## src/rtl/spseq_pkg.sv

```systemverilog
// shared types, codes and coil tables of the stepper phase sequencer
// no dependencies
package spseq_pkg;

  localparam int COUNT_W  = 16;
  localparam int BUDGET_W = 16;
  localparam int CMP_W    = (COUNT_W > BUDGET_W) ? COUNT_W : BUDGET_W;
  localparam int CFG_IDX_W  = 2;
  localparam int CFG_DATA_W = 15;

  // operation codes
  localparam logic [2:0] OP_TICK      = 3'd0;
  localparam logic [2:0] OP_START_CCW = 3'd1;
  localparam logic [2:0] OP_START_CW  = 3'd2;
  localparam logic [2:0] OP_STOP      = 3'd3;
  localparam logic [2:0] OP_SAMPLE    = 3'd4;

  // stop causes
  localparam logic [1:0] CAUSE_NONE  = 2'd0;
  localparam logic [1:0] CAUSE_DONE  = 2'd1;
  localparam logic [1:0] CAUSE_FAULT = 2'd2;
  localparam logic [1:0] CAUSE_OVERC = 2'd3;

  // step modes
  localparam logic [1:0] MODE_FULL      = 2'd0;
  localparam logic [1:0] MODE_HALF_FAST = 2'd1;
  localparam logic [1:0] MODE_HALF_SLOW = 2'd2;

  // register indexes
  localparam logic [CFG_IDX_W-1:0] REG_STEP_MODE = 2'd0;
  localparam logic [CFG_IDX_W-1:0] REG_STEPS     = 2'd1;
  localparam logic [CFG_IDX_W-1:0] REG_OC_LIMIT  = 2'd2;

  // register reset values
  localparam logic [1:0]  RST_STEP_MODE = MODE_HALF_FAST;
  localparam logic [14:0] RST_STEPS     = 15'd400;
  localparam logic [11:0] RST_OC_LIMIT  = 12'd1500;

  typedef struct packed {
    logic [2:0]  operation;
    logic [11:0] current_sample;
  } in_word_t;

  typedef struct packed {
    logic       a_out1;
    logic       a_out2;
    logic       b_out1;
    logic       b_out2;
    logic       driver_enable;
    logic       running;
    logic       clockwise;
    logic [1:0] stop_cause;
  } out_word_t;

  typedef struct packed {
    logic [1:0]  step_mode;
    logic [14:0] steps_per_action;
    logic [11:0] over_current_limit;
  } cfg_t;

  // coil pattern {A1,A2,B1,B2} for a mode and phase index
  function automatic logic [3:0] coil_lookup(input logic [1:0] mode,
                                             input logic [2:0] idx);
    logic [3:0] pat;
    pat = 4'h0;
    case (mode)
      MODE_HALF_FAST: begin
        case (idx)
          3'd0: pat = 4'h1;
          3'd1: pat = 4'h9;
          3'd2: pat = 4'h8;
          3'd3: pat = 4'hA;
          3'd4: pat = 4'h2;
          3'd5: pat = 4'h6;
          3'd6: pat = 4'h4;
          default: pat = 4'h5;
        endcase
      end
      MODE_HALF_SLOW: begin
        case (idx)
          3'd0: pat = 4'hD;
          3'd1: pat = 4'h9;
          3'd2: pat = 4'hB;
          3'd3: pat = 4'hA;
          3'd4: pat = 4'hE;
          3'd5: pat = 4'h6;
          3'd6: pat = 4'h7;
          default: pat = 4'h5;
        endcase
      end
      default: begin
        case (idx[1:0])
          2'd0: pat = 4'h9;
          2'd1: pat = 4'hA;
          2'd2: pat = 4'h6;
          default: pat = 4'h5;
        endcase
      end
    endcase
    return pat;
  endfunction

endpackage

```

## src/rtl/spseq_cfg_regs.sv

```systemverilog
// configuration registers of the stepper phase sequencer
// depends on spseq_pkg
module spseq_cfg_regs (
  input  logic                             clk,
  input  logic                             rst_n,
  input  logic                             cfg_valid,
  output logic                             cfg_ready,
  input  logic [spseq_pkg::CFG_IDX_W-1:0]  cfg_index,
  input  logic [spseq_pkg::CFG_DATA_W-1:0] cfg_data,
  output spseq_pkg::cfg_t                  cfg
);

  spseq_pkg::cfg_t cfg_r;
  spseq_pkg::cfg_t cfg_nxt;

  assign cfg_ready = 1'b1;
  assign cfg       = cfg_r;

  always_comb begin
    cfg_nxt = cfg_r;
    if (cfg_valid) begin
      unique case (cfg_index)
        spseq_pkg::REG_STEP_MODE: cfg_nxt.step_mode          = cfg_data[1:0];
        spseq_pkg::REG_STEPS:     cfg_nxt.steps_per_action   = cfg_data[14:0];
        spseq_pkg::REG_OC_LIMIT:  cfg_nxt.over_current_limit = cfg_data[11:0];
        default: ;
      endcase
    end
  end

  always_ff @(posedge clk) begin
    if (!rst_n) begin
      cfg_r.step_mode          <= spseq_pkg::RST_STEP_MODE;
      cfg_r.steps_per_action   <= spseq_pkg::RST_STEPS;
      cfg_r.over_current_limit <= spseq_pkg::RST_OC_LIMIT;
    end else begin
      cfg_r <= cfg_nxt;
    end
  end

endmodule

```

## src/rtl/spseq_core.sv

```systemverilog
// motor state and per-word update of the stepper phase sequencer
// depends on spseq_pkg
module spseq_core (
  input  logic                 clk,
  input  logic                 rst_n,
  input  logic                 fire,
  input  spseq_pkg::in_word_t  word,
  input  spseq_pkg::cfg_t      cfg,
  output spseq_pkg::out_word_t result
);

  localparam logic [spseq_pkg::COUNT_W-1:0] CNT_MAX = '1;

  logic [2:0]                    phase_r, phase_nxt;
  logic [spseq_pkg::COUNT_W-1:0] cnt_r, cnt_nxt;
  logic                          active_r, active_nxt;
  logic                          cw_r, cw_nxt;
  logic [3:0]                    coil_r, coil_nxt;
  logic [1:0]                    cause;

  logic                           half;
  logic [spseq_pkg::BUDGET_W-1:0] budget;
  logic [spseq_pkg::COUNT_W-1:0]  cnt_inc;
  logic                           keep_going;
  logic [2:0]                     phase_adv;

  always_comb begin
    half   = (cfg.step_mode == spseq_pkg::MODE_HALF_FAST) ||
             (cfg.step_mode == spseq_pkg::MODE_HALF_SLOW);
    budget = half ? {cfg.steps_per_action, 1'b0} : {1'b0, cfg.steps_per_action};
    // saturating step count
    cnt_inc = (cnt_r != CNT_MAX) ? cnt_r + 1'b1 : cnt_r;
    keep_going = (spseq_pkg::CMP_W'(cnt_inc) < spseq_pkg::CMP_W'(budget)) &&
                 (cnt_inc != CNT_MAX);
    // wrap modulo 8 in half step, modulo 4 otherwise
    if (half)
      phase_adv = cw_r ? phase_r + 3'd1 : phase_r - 3'd1;
    else
      phase_adv = {1'b0, cw_r ? phase_r[1:0] + 2'd1 : phase_r[1:0] - 2'd1};

    phase_nxt  = phase_r;
    cnt_nxt    = cnt_r;
    active_nxt = active_r;
    cw_nxt     = cw_r;
    coil_nxt   = coil_r;
    cause      = spseq_pkg::CAUSE_NONE;

    case (word.operation)
      spseq_pkg::OP_TICK: begin
        if (active_r) begin
          cnt_nxt = cnt_inc;
          if (keep_going) begin
            phase_nxt = phase_adv;
            coil_nxt  = spseq_pkg::coil_lookup(cfg.step_mode, phase_adv);
          end else begin
            active_nxt = 1'b0;
            coil_nxt   = 4'h0;
            cause      = spseq_pkg::CAUSE_DONE;
          end
        end
      end
      spseq_pkg::OP_START_CCW, spseq_pkg::OP_START_CW: begin
        if (!active_r) begin
          active_nxt = 1'b1;
          cw_nxt     = (word.operation == spseq_pkg::OP_START_CW);
          cnt_nxt    = '0;
        end
      end
      spseq_pkg::OP_STOP: begin
        if (active_r) begin
          active_nxt = 1'b0;
          coil_nxt   = 4'h0;
          cause      = spseq_pkg::CAUSE_FAULT;
        end
      end
      spseq_pkg::OP_SAMPLE: begin
        if (active_r && (word.current_sample > cfg.over_current_limit)) begin
          active_nxt = 1'b0;
          coil_nxt   = 4'h0;
          cause      = spseq_pkg::CAUSE_OVERC;
        end
      end
      default: ;
    endcase

    result.a_out1        = coil_nxt[3];
    result.a_out2        = coil_nxt[2];
    result.b_out1        = coil_nxt[1];
    result.b_out2        = coil_nxt[0];
    result.driver_enable = active_nxt;
    result.running       = active_nxt;
    result.clockwise     = cw_nxt;
    result.stop_cause    = cause;
  end

  always_ff @(posedge clk) begin
    if (!rst_n) begin
      phase_r  <= '0;
      cnt_r    <= '0;
      active_r <= 1'b0;
      cw_r     <= 1'b0;
      coil_r   <= 4'h0;
    end else if (fire) begin
      phase_r  <= phase_nxt;
      cnt_r    <= cnt_nxt;
      active_r <= active_nxt;
      cw_r     <= cw_nxt;
      coil_r   <= coil_nxt;
    end
  end

endmodule

```

## src/rtl/stepper_phase_sequencer.sv

```systemverilog
// top level of the stepper phase sequencer: input register, core, result register
// depends on spseq_pkg, spseq_cfg_regs and spseq_core
//
// Stepper phase sequencer. Takes one word per clock while in_stall is low:
// tick, start (either direction), fault stop or current sample, and returns
// exactly one result word per input word showing coil drive levels, driver
// enable, running, direction and the stop cause of that word. Each word passes
// an input register, is resolved against the motor state in short logic (one
// 16-bit count compare, one 12-bit current compare, a small coil table) and
// lands in a result register, so the sustained rate is one word per cycle
// while out_stall is low. The result register is refilled in the cycle its
// word is taken, so the input keeps flowing while the sink takes words back
// to back; in_stall rises only when both registers hold words and out_stall
// is high. Configuration writes are always ready and take effect at the next
// word; write them only while the block is idle.
module stepper_phase_sequencer (
  input  logic                             clk,
  input  logic                             rst_n,
  // input words
  input  logic                             in_valid,
  output logic                             in_stall,
  input  spseq_pkg::in_word_t              in_word,
  // result words
  output logic                             out_valid,
  input  logic                             out_stall,
  output spseq_pkg::out_word_t             out_word,
  // configuration writes
  input  logic                             cfg_valid,
  output logic                             cfg_ready,
  input  logic [spseq_pkg::CFG_IDX_W-1:0]  cfg_index,
  input  logic [spseq_pkg::CFG_DATA_W-1:0] cfg_data
);

  spseq_pkg::cfg_t      cfg;
  spseq_pkg::in_word_t  in_word_r;
  logic                 in_valid_r, in_valid_nxt;
  spseq_pkg::out_word_t out_word_r;
  logic                 out_valid_r;
  spseq_pkg::out_word_t result;
  logic                 out_adv;
  logic                 fire;
  logic                 in_take;

  // result register can load when empty or being drained this cycle
  assign out_adv  = !out_valid_r || !out_stall;
  // held word is resolved and moves to the result register
  assign fire     = in_valid_r && out_adv;
  assign in_stall = in_valid_r && !out_adv;
  assign in_take  = in_valid && !in_stall;

  assign out_valid = out_valid_r;
  assign out_word  = out_word_r;

  always_comb begin
    in_valid_nxt = in_valid_r;
    if (in_take)
      in_valid_nxt = 1'b1;
    else if (fire)
      in_valid_nxt = 1'b0;
  end

  spseq_cfg_regs u_cfg (
    .clk       (clk),
    .rst_n     (rst_n),
    .cfg_valid (cfg_valid),
    .cfg_ready (cfg_ready),
    .cfg_index (cfg_index),
    .cfg_data  (cfg_data),
    .cfg       (cfg)
  );

  spseq_core u_core (
    .clk    (clk),
    .rst_n  (rst_n),
    .fire   (fire),
    .word   (in_word_r),
    .cfg    (cfg),
    .result (result)
  );

  always_ff @(posedge clk) begin
    if (!rst_n) begin
      in_valid_r  <= 1'b0;
      out_valid_r <= 1'b0;
    end else begin
      in_valid_r <= in_valid_nxt;
      if (out_adv) begin
        out_valid_r <= fire;
      end
    end
  end

  // payload registers, no reset needed
  always_ff @(posedge clk) begin
    if (in_take) begin
      in_word_r <= in_word;
    end
    if (fire) begin
      out_word_r <= result;
    end
  end

endmodule

```

## config.mk

```make
export PLATFORM = sky130hd
export DESIGN_NAME = stepper_phase_sequencer
export DESIGN_NICKNAME = d
export VERILOG_FILES = /design/src/rtl/spseq_pkg.sv /design/src/rtl/spseq_cfg_regs.sv /design/src/rtl/spseq_core.sv /design/src/rtl/stepper_phase_sequencer.sv
export SDC_FILE = /design/constraint.sdc
export NUM_CORES = 1
export LEC_CHECK = 0
export BUFFER_PORTS_ARGS = -buffer_cell sky130_fd_sc_hd__clkbuf_2
export CAP_MARGIN = 20
export CORE_MARGIN = 4
export CORE_UTILIZATION = 59
export CTS_CLUSTER_DIAMETER = 200
export DETAILED_ROUTE_END_ITERATION = 8
export PLACE_DENSITY = 0.78
export SLEW_MARGIN = 40
export SYNTH_ARGS = -nofsm -noshare
export SYNTH_HDL_FRONTEND = slang
export SYNTH_SLANG_ARGS = --single-unit
```

## constraint.sdc

```tcl
create_clock -name clk -period 4.45 [get_ports clk]
set_input_delay 0.2225 -clock clk [delete_from_list [all_inputs] [get_ports clk]]
set_output_delay 0.2225 -clock clk [all_outputs]
set_load 0.01 [all_outputs]
```

==> impl_metrics.env, run 1 <==
export IMPL_io_pin_count=49
export IMPL_gr_total_overflow=0
export IMPL_cts_made_buffers=9
export IMPL_fin_crit_ns=3.92
export IMPL_avgSynthCellArea_um2=8.48
export IMPL_core_um2=7730
export IMPL_drive_above_1_share_pct=13.8
export IMPL_grt_pass1_vias=3812
export IMPL_cpPeakStageDelay_ns=0.55
export IMPL_cap_violations=0
export IMPL_wl_mm=10.6
export IMPL_cts_reportedPaths_clkPinSlew_ns=0.09
export IMPL_cp_arrival_ns=4.11
export IMPL_peakVddDrop_mv=0.274
export IMPL_status="finished clean"
export IMPL_gp_congestion=0.873
export IMPL_synth_fp_nets=627
export IMPL_fin_cells=688
export IMPL_tightest_slew_ns=0.723
export IMPL_hp_class="input port to register"
export IMPL_synth_area_um2=4710
export IMPL_synth_main_ff_cell="dfxtp_1"
export IMPL_p_leak_nw=2.12
export IMPL_synth_cell_types=59
export IMPL_finalHoldViolCount=0
export IMPL_h_tree_depth=3
export IMPL_fmax_mhz=255
export IMPL_comb_power_share_pct=10.4
export IMPL_clkLatencyLatePin_ns=0.35
export IMPL_vias_per_cell=5.96
export IMPL_crit_buf_inv=0
export IMPL_power_switching_share_pct=24.0
export IMPL_antenna_found_initial=0
export IMPL_ys_ff_latch=79
export IMPL_drv_slew=0
export IMPL_drt_iter0_markers=293
export IMPL_syn_inst=555
export IMPL_p_int_mw=1.21
export IMPL_finalCritPeriodShare_pct=88.1
export IMPL_die_area_um2=9470
export IMPL_vias=4102
export IMPL_cp_required_ns=4.64
export IMPL_synth_area_leaders="dfxtp_1 24%, edfxtp_1 15%, ha_1 9.0%, nand2_1 6.8%, a21oi_1 5.4%"
export IMPL_ys_warn_count=0
export IMPL_nets=653
export IMPL_seqPwrFrac_pct=48.8
export IMPL_clk_path_buf_depth=2
export IMPL_die_w_um=97.3
export IMPL_async_flop_share_pct=0
export IMPL_rows=32
export IMPL_finalSetupViolations=0
export IMPL_grt_max_degree=34
export IMPL_yosysSeqAreaShare_pct=38.5
export IMPL_power_switching_uw=382
export IMPL_diodes=0
export IMPL_rsz0062_at_grt="no"
export IMPL_dr_pass1_iters=5
export IMPL_dp_final_hpwl_mm=8.05
export IMPL_clock_root_buffer="clkbuf_8"
export IMPL_die_h_um=97.3
export IMPL_critPathTopFamily="simple AND/OR/NAND/NOR gates"
export IMPL_fin_worst_skew_ns=0.0154
export IMPL_dp_cells=672
export IMPL_clkPwrFrac_pct=40.8
export IMPL_grt_pass1_wl_mm=17.7
export IMPL_p_per_area_nw_per_um2=307
export IMPL_drc=0
export IMPL_crit_fanout=9
export IMPL_crit_type="register to register"
export IMPL_yosys_area_top_type="dfxtp_1"
export IMPL_area_growth_syn_to_layout_pct=10.4
export IMPL_cts_tree="yes"
export IMPL_cp_cell_sequence="ha_1 -> nand4_4 -> nor4_1 -> xnor2_1 -> nand2_1 -> ha_1 -> a21oi_1 -> nand2_1 -> a211oi_1 -> and4_1 -> a21boi_1 -> nand3_1 -> o2bb2ai_1"
export IMPL_num_fill_cells=631
export IMPL_start_util_pct=60.9
export IMPL_cts_sinks=79
export IMPL_detail_route_wl_per_cell_um=15.4
export IMPL_slew_headroom_pct=51.6
export IMPL_tns_ns=0
export IMPL_rrSetupSlack_ns=0.53
export IMPL_ant_nets=0
export IMPL_worst_path_max_delay_cell="nor4_1"
export IMPL_start_kind="register"
export IMPL_grt_use_total_pct=22.5
export IMPL_io_buffers=47
export IMPL_crit_path_end_kind="register"
export IMPL_synth_top_area_share_pct=23.8
export IMPL_synth_edf_count=23
==> sequential cells by signal, indices dropped and copies added, names as in the netlist <==
register / flops
u_cfg.cfg: 29
u_core.cnt_r: 16
in_word_r: 15
out_word: 8
u_core.coil_r: 4
u_core.phase_r: 3
in_valid_r: 1
out_valid: 1
u_core.active_r: 1
u_core.cw_r: 1
==> metrics by stage <==
step / power [mW] / instance area [um2] / util [%] / hold WS [ns] / setup WS, ns
floorplan: 0.906 / 4710 / - / 0.321 / 0.896
global placement: 0.950 / 4940 / 64.0 / 0.399 / 0.522
detailed placement: 0.958 / 4950 / 64.0 / 0.401 / 0.406
CTS: 1.60 / 5190 / 67.2 / 0.0249 / 0.377
global route: 1.66 / 5190 / 67.2 / 0.0142 / 0.0866
finish: 1.59 / 5190 / 67.2 / 0.0361 / 0.529
==> kinds of logic after synthesis <==
group                      Yosys count  synth area share, %
DFF                                 79                 38.5
other                                1               0.0797
adders and majority gates           35                 9.47
buffers and inverters               67                 5.72
AOI/OAI and AO/OA                  133                 18.4
xor gates and xnor gates             7                 1.60
muxes                               19                 4.09
and+or+nand+nor                    214                 22.1
==> synthesized netlist by cell type, drive strengths merged, types with 2 or more instances <==
master and number:
nand2 85, dfxtp 56, a21oi 51, nor2 40, ha 34, inv 31, clkbuf 23, edfxtp 23
nand3 19, mux2i 17, nand4 17, o21ai 15, a21o 14, nor3 14, buf 12, o211ai 10
a22oi 7, o21a 7, and3 6, or2 6, o32ai 5, a211oi 4, and4 4, nand2b 4
o2bb2ai 4, xnor2 4, a21boi 3, and3b 3, nor2b 3, or4 3, a211o 2, a41o 2
and2 2, mux2 2, nand3b 2, nor4 2, o2111ai 2, or3 2, xor2 2
==> routing by layer <==
metal | up-vias | track usage, % | wire length, um
met2 | 134 | 37.5 | 5150
met3 | 19 | 3.95 | 546
li1 | 2034 | - | -
met4 | 0 | 8.63 | 246
met1 | 1915 | 29.2 | 4670
met5 | - | 0 | 0
==> power by group through the flow <==
stage               Sequential [mW]  Combinational (mW)  Clock (mW)
floorplan                     0.791               0.115           0
global placement              0.794               0.156           0
detailed placement            0.795               0.163           0
CTS                           0.778               0.165       0.660
global route                  0.780               0.186       0.695
finish                        0.778               0.166       0.649
==> cell usage in the layout, fill, tap and decap left out, types with 6 or more instances in the layout <==
cell      Yosys  layout
nand2_1      85      85
dfxtp_1      56      56
a21oi_1      51      51
clkbuf_2      0      47
nor2_1       40      40
ha_1         34      33
inv_1        31      31
edfxtp_1     23      23
nand3_1      19      19
mux2i_1      17      17
nand4_1      15      15
o21ai_0      15      15
a21o_1       14      14
nor3_1       14      14
o211ai_1     10      10
clkbuf_8      0       9
o21a_1        7       7
a22oi_1       7       7
and3_1        6       6
or2_2         6       6
==> final cells by class <==
class	count	area (um2)	area share, %
multi-input combinational	409	2630	50.7
sequential	79	1810	34.9
timing repair buffer	50	258	4.96
clock buffer	10	128	2.46
tap	102	128	2.46
inverter	32	120	2.31
clock inverter	6	116	2.24
==> path summary, 6_finish.rpt <==
kind / startpoint / end / cells after the start
setup / recovery: u_core.cnt_r[0]$_SDFFE_PN0P_ / out_word[7]$_DFFE_PP_ / 13
hold / removal: in_word[14] / in_word_r[14]$_DFFE_PP_ / 1
setup reg to reg: u_core.cnt_r[0]$_SDFFE_PN0P_ / out_word[7]$_DFFE_PP_ / 13
hold reg to reg: u_cfg.cfg[0]$_SDFFE_PN0P_ / u_cfg.cfg[0]$_SDFFE_PN0P_ / 2
==> what timing repair did <==
| item | CTS | global route |
|---|---|---|
| endpoints found under the setup margin | 0 | 5 |
| resized for setup | 0 | 1 |
| setup buffers | 0 | 0 |
| hold buffers | 0 | 0 |
No activity file was read; power rests on OpenSTA's default activity.
==> inputs of run 2 (changes only) <==
==> constraint.sdc (replaced) <==
create_clock -name clk -period 4.45 [get_ports clk]
set_input_delay 0.6675 -clock clk [delete_from_list [all_inputs] [get_ports clk]]
set_output_delay 0.6675 -clock clk [all_outputs]
set_load 0.01 [all_outputs]
==> impl_metrics.env, run 2 (synthesized netlist as in run 1, its figures left out) <==
export IMPL_status="finished clean"
export IMPL_h_tree_depth=3
export IMPL_nets=654
export IMPL_p_total_mw=1.44
export IMPL_largest_reg_flops=29
export IMPL_drive_above_1_share_pct=13.8
export IMPL_vias=4086
export IMPL_hp_class="register to register"
export IMPL_drt_iter0_markers=306
export IMPL_finalSetupViolations=0
export IMPL_fin_crit_ns=4.01
export IMPL_peakVddDrop_mv=0.173
export IMPL_fin_cells=689
export IMPL_core_um2=7730
export IMPL_clkLatencyLatePin_ns=0.36
export IMPL_p_per_area_nw_per_um2=280
export IMPL_vias_per_cell=5.93
export IMPL_cap_violations=0
export IMPL_ant_nets=0
export IMPL_rsz0062_at_grt="no"
export IMPL_area_growth_syn_to_layout_pct=9.09
export IMPL_cp_required_ns=4.64
export IMPL_cts_tree="yes"
export IMPL_start_util_pct=60.9
export IMPL_grt_pass1_vias=3873
export IMPL_cts_made_buffers=9
export IMPL_finalHoldViolCount=0
export IMPL_drc=0
export IMPL_ctsHoldBuffers=0
export IMPL_die_h_um=97.3
export IMPL_cts_resized=0
export IMPL_cts_sinks=79
export IMPL_holdPathStages=2
export IMPL_wl_mm=10.8
export IMPL_tns_ns=0
export IMPL_crit_fanout=16
export IMPL_final_common_cell="nand2_1"
export IMPL_final_cell_mix="85 x nand2_1, 56 x dfxtp_1, 51 x a21oi_1"
export IMPL_finalCritPeriodShare_pct=90.1
export IMPL_grt_pass1_wl_mm=17.8
export IMPL_start_kind="register"
export IMPL_grt_use_total_pct=22.9
export IMPL_tightest_slew_ns=0.719
export IMPL_drv_slew=0
export IMPL_dpl_cell_area_um2=4950
export IMPL_io_buffers=47
export IMPL_gr_total_overflow=0
export IMPL_dr_pass1_iters=5
export IMPL_reg2regPathDepth=13
export IMPL_die_w_um=97.3
export IMPL_slew_headroom_pct=51.8
export IMPL_clk_path_buf_depth=2
export IMPL_dp_final_hpwl_mm=8.18
export IMPL_cts_setup_buffers=0
export IMPL_dp_cells=673
export IMPL_antenna_found_initial=0
export IMPL_stdcell_area_um2=5130
export IMPL_crit_path_end_kind="register"
export IMPL_place_ws_ns=0.345
export IMPL_cp_arrival_ns=4.20
export IMPL_detail_route_wl_per_cell_um=15.6
export IMPL_grt_max_degree=43
export IMPL_die_area_um2=9470
export IMPL_setup_slack_ns=0.439
export IMPL_rows=32
export IMPL_fmax_mhz=249
export IMPL_p_leak_nw=2.09
export IMPL_gp_congestion=0.885
export IMPL_cts_reportedPaths_clkPinSlew_ns=0.09
export IMPL_diodes=0
export IMPL_io_pin_count=49
export IMPL_fin_worst_skew_ns=0.0105
export IMPL_crit_type="register to register"
export IMPL_clock_root_buffer="clkbuf_8"
==> run 2: cell type report <==
| type | count | area (um2) |
|---|---|---|
| multi-input cells | 409 | 2630 |
| inverters | 32 | 120 |
| clock inverters | 7 | 53.8 |
| fillers | 668 | 2590 |
| repair buffers | 51 | 265 |
| well taps | 102 | 128 |
| clock buffers | 9 | 124 |
| flip-flops and latches | 79 | 1810 |
==> run 2: worst max-delay path, cell delays in order, from the launching register on <==
cell,delay (ns)
dfxtp_1,0.48
ha_1,0.40
nand4_4,0.18
or4_4,0.70
nand3_1,0.20
xnor2_1,0.10
ha_1,0.23
nor4bb_1,0.36
nand2_1,0.12
nor3_1,0.15
o41ai_1,0.12
a21boi_1,0.34
nand3_1,0.24
o2bb2ai_1,0.23
==> run 2: path summary, 6_finish.rpt <==
| check | start | slack [ns] | endpoint |
|---|---|---|---|
| max reg2reg | u_core.cnt_r[0]$_SDFFE_PN0P_ | 0.44 | out_word[8]$_DFFE_PP_ |
| min | u_cfg.cfg[1]$_SDFFE_PN0P_ | 0.47 | u_cfg.cfg[1]$_SDFFE_PN0P_ |
| max | u_core.cnt_r[0]$_SDFFE_PN0P_ | 0.44 | out_word[8]$_DFFE_PP_ |
| min reg2reg | u_cfg.cfg[1]$_SDFFE_PN0P_ | 0.47 | u_cfg.cfg[1]$_SDFFE_PN0P_ |
==> run 2: power by group <==
group | leakage, nW | internal [mW] | switching, mW | total, mW
registers | 0.678 | 0.764 | 0.0135 | 0.778
logic | 1.33 | 0.0689 | 0.0973 | 0.166
clock network | 0.0843 | 0.207 | 0.284 | 0.492
total | 2.09 | 1.04 | 0.395 | 1.44
==> run 2: layer usage <==
layer  global-route usage (%)  up-vias  wire [um]
li1                         -     2027          -
met1                     28.8     1905       4650
met2                     38.5      131       5180
met3                     4.16       23        633
met4                     9.69        0        296
met5                        0        -          0
==> run 2: metrics by stage <==
| step | utilization, % | hold WS [ns] |
|---|---|---|
| after floorplan | - | 0.436 |
| after global placement | 64.1 | 0.449 |
| after detailed placement | 64.1 | 0.454 |
| after CTS | 66.4 | 0.462 |
| after global routing | 66.4 | 0.458 |
| final | 66.4 | 0.466 |
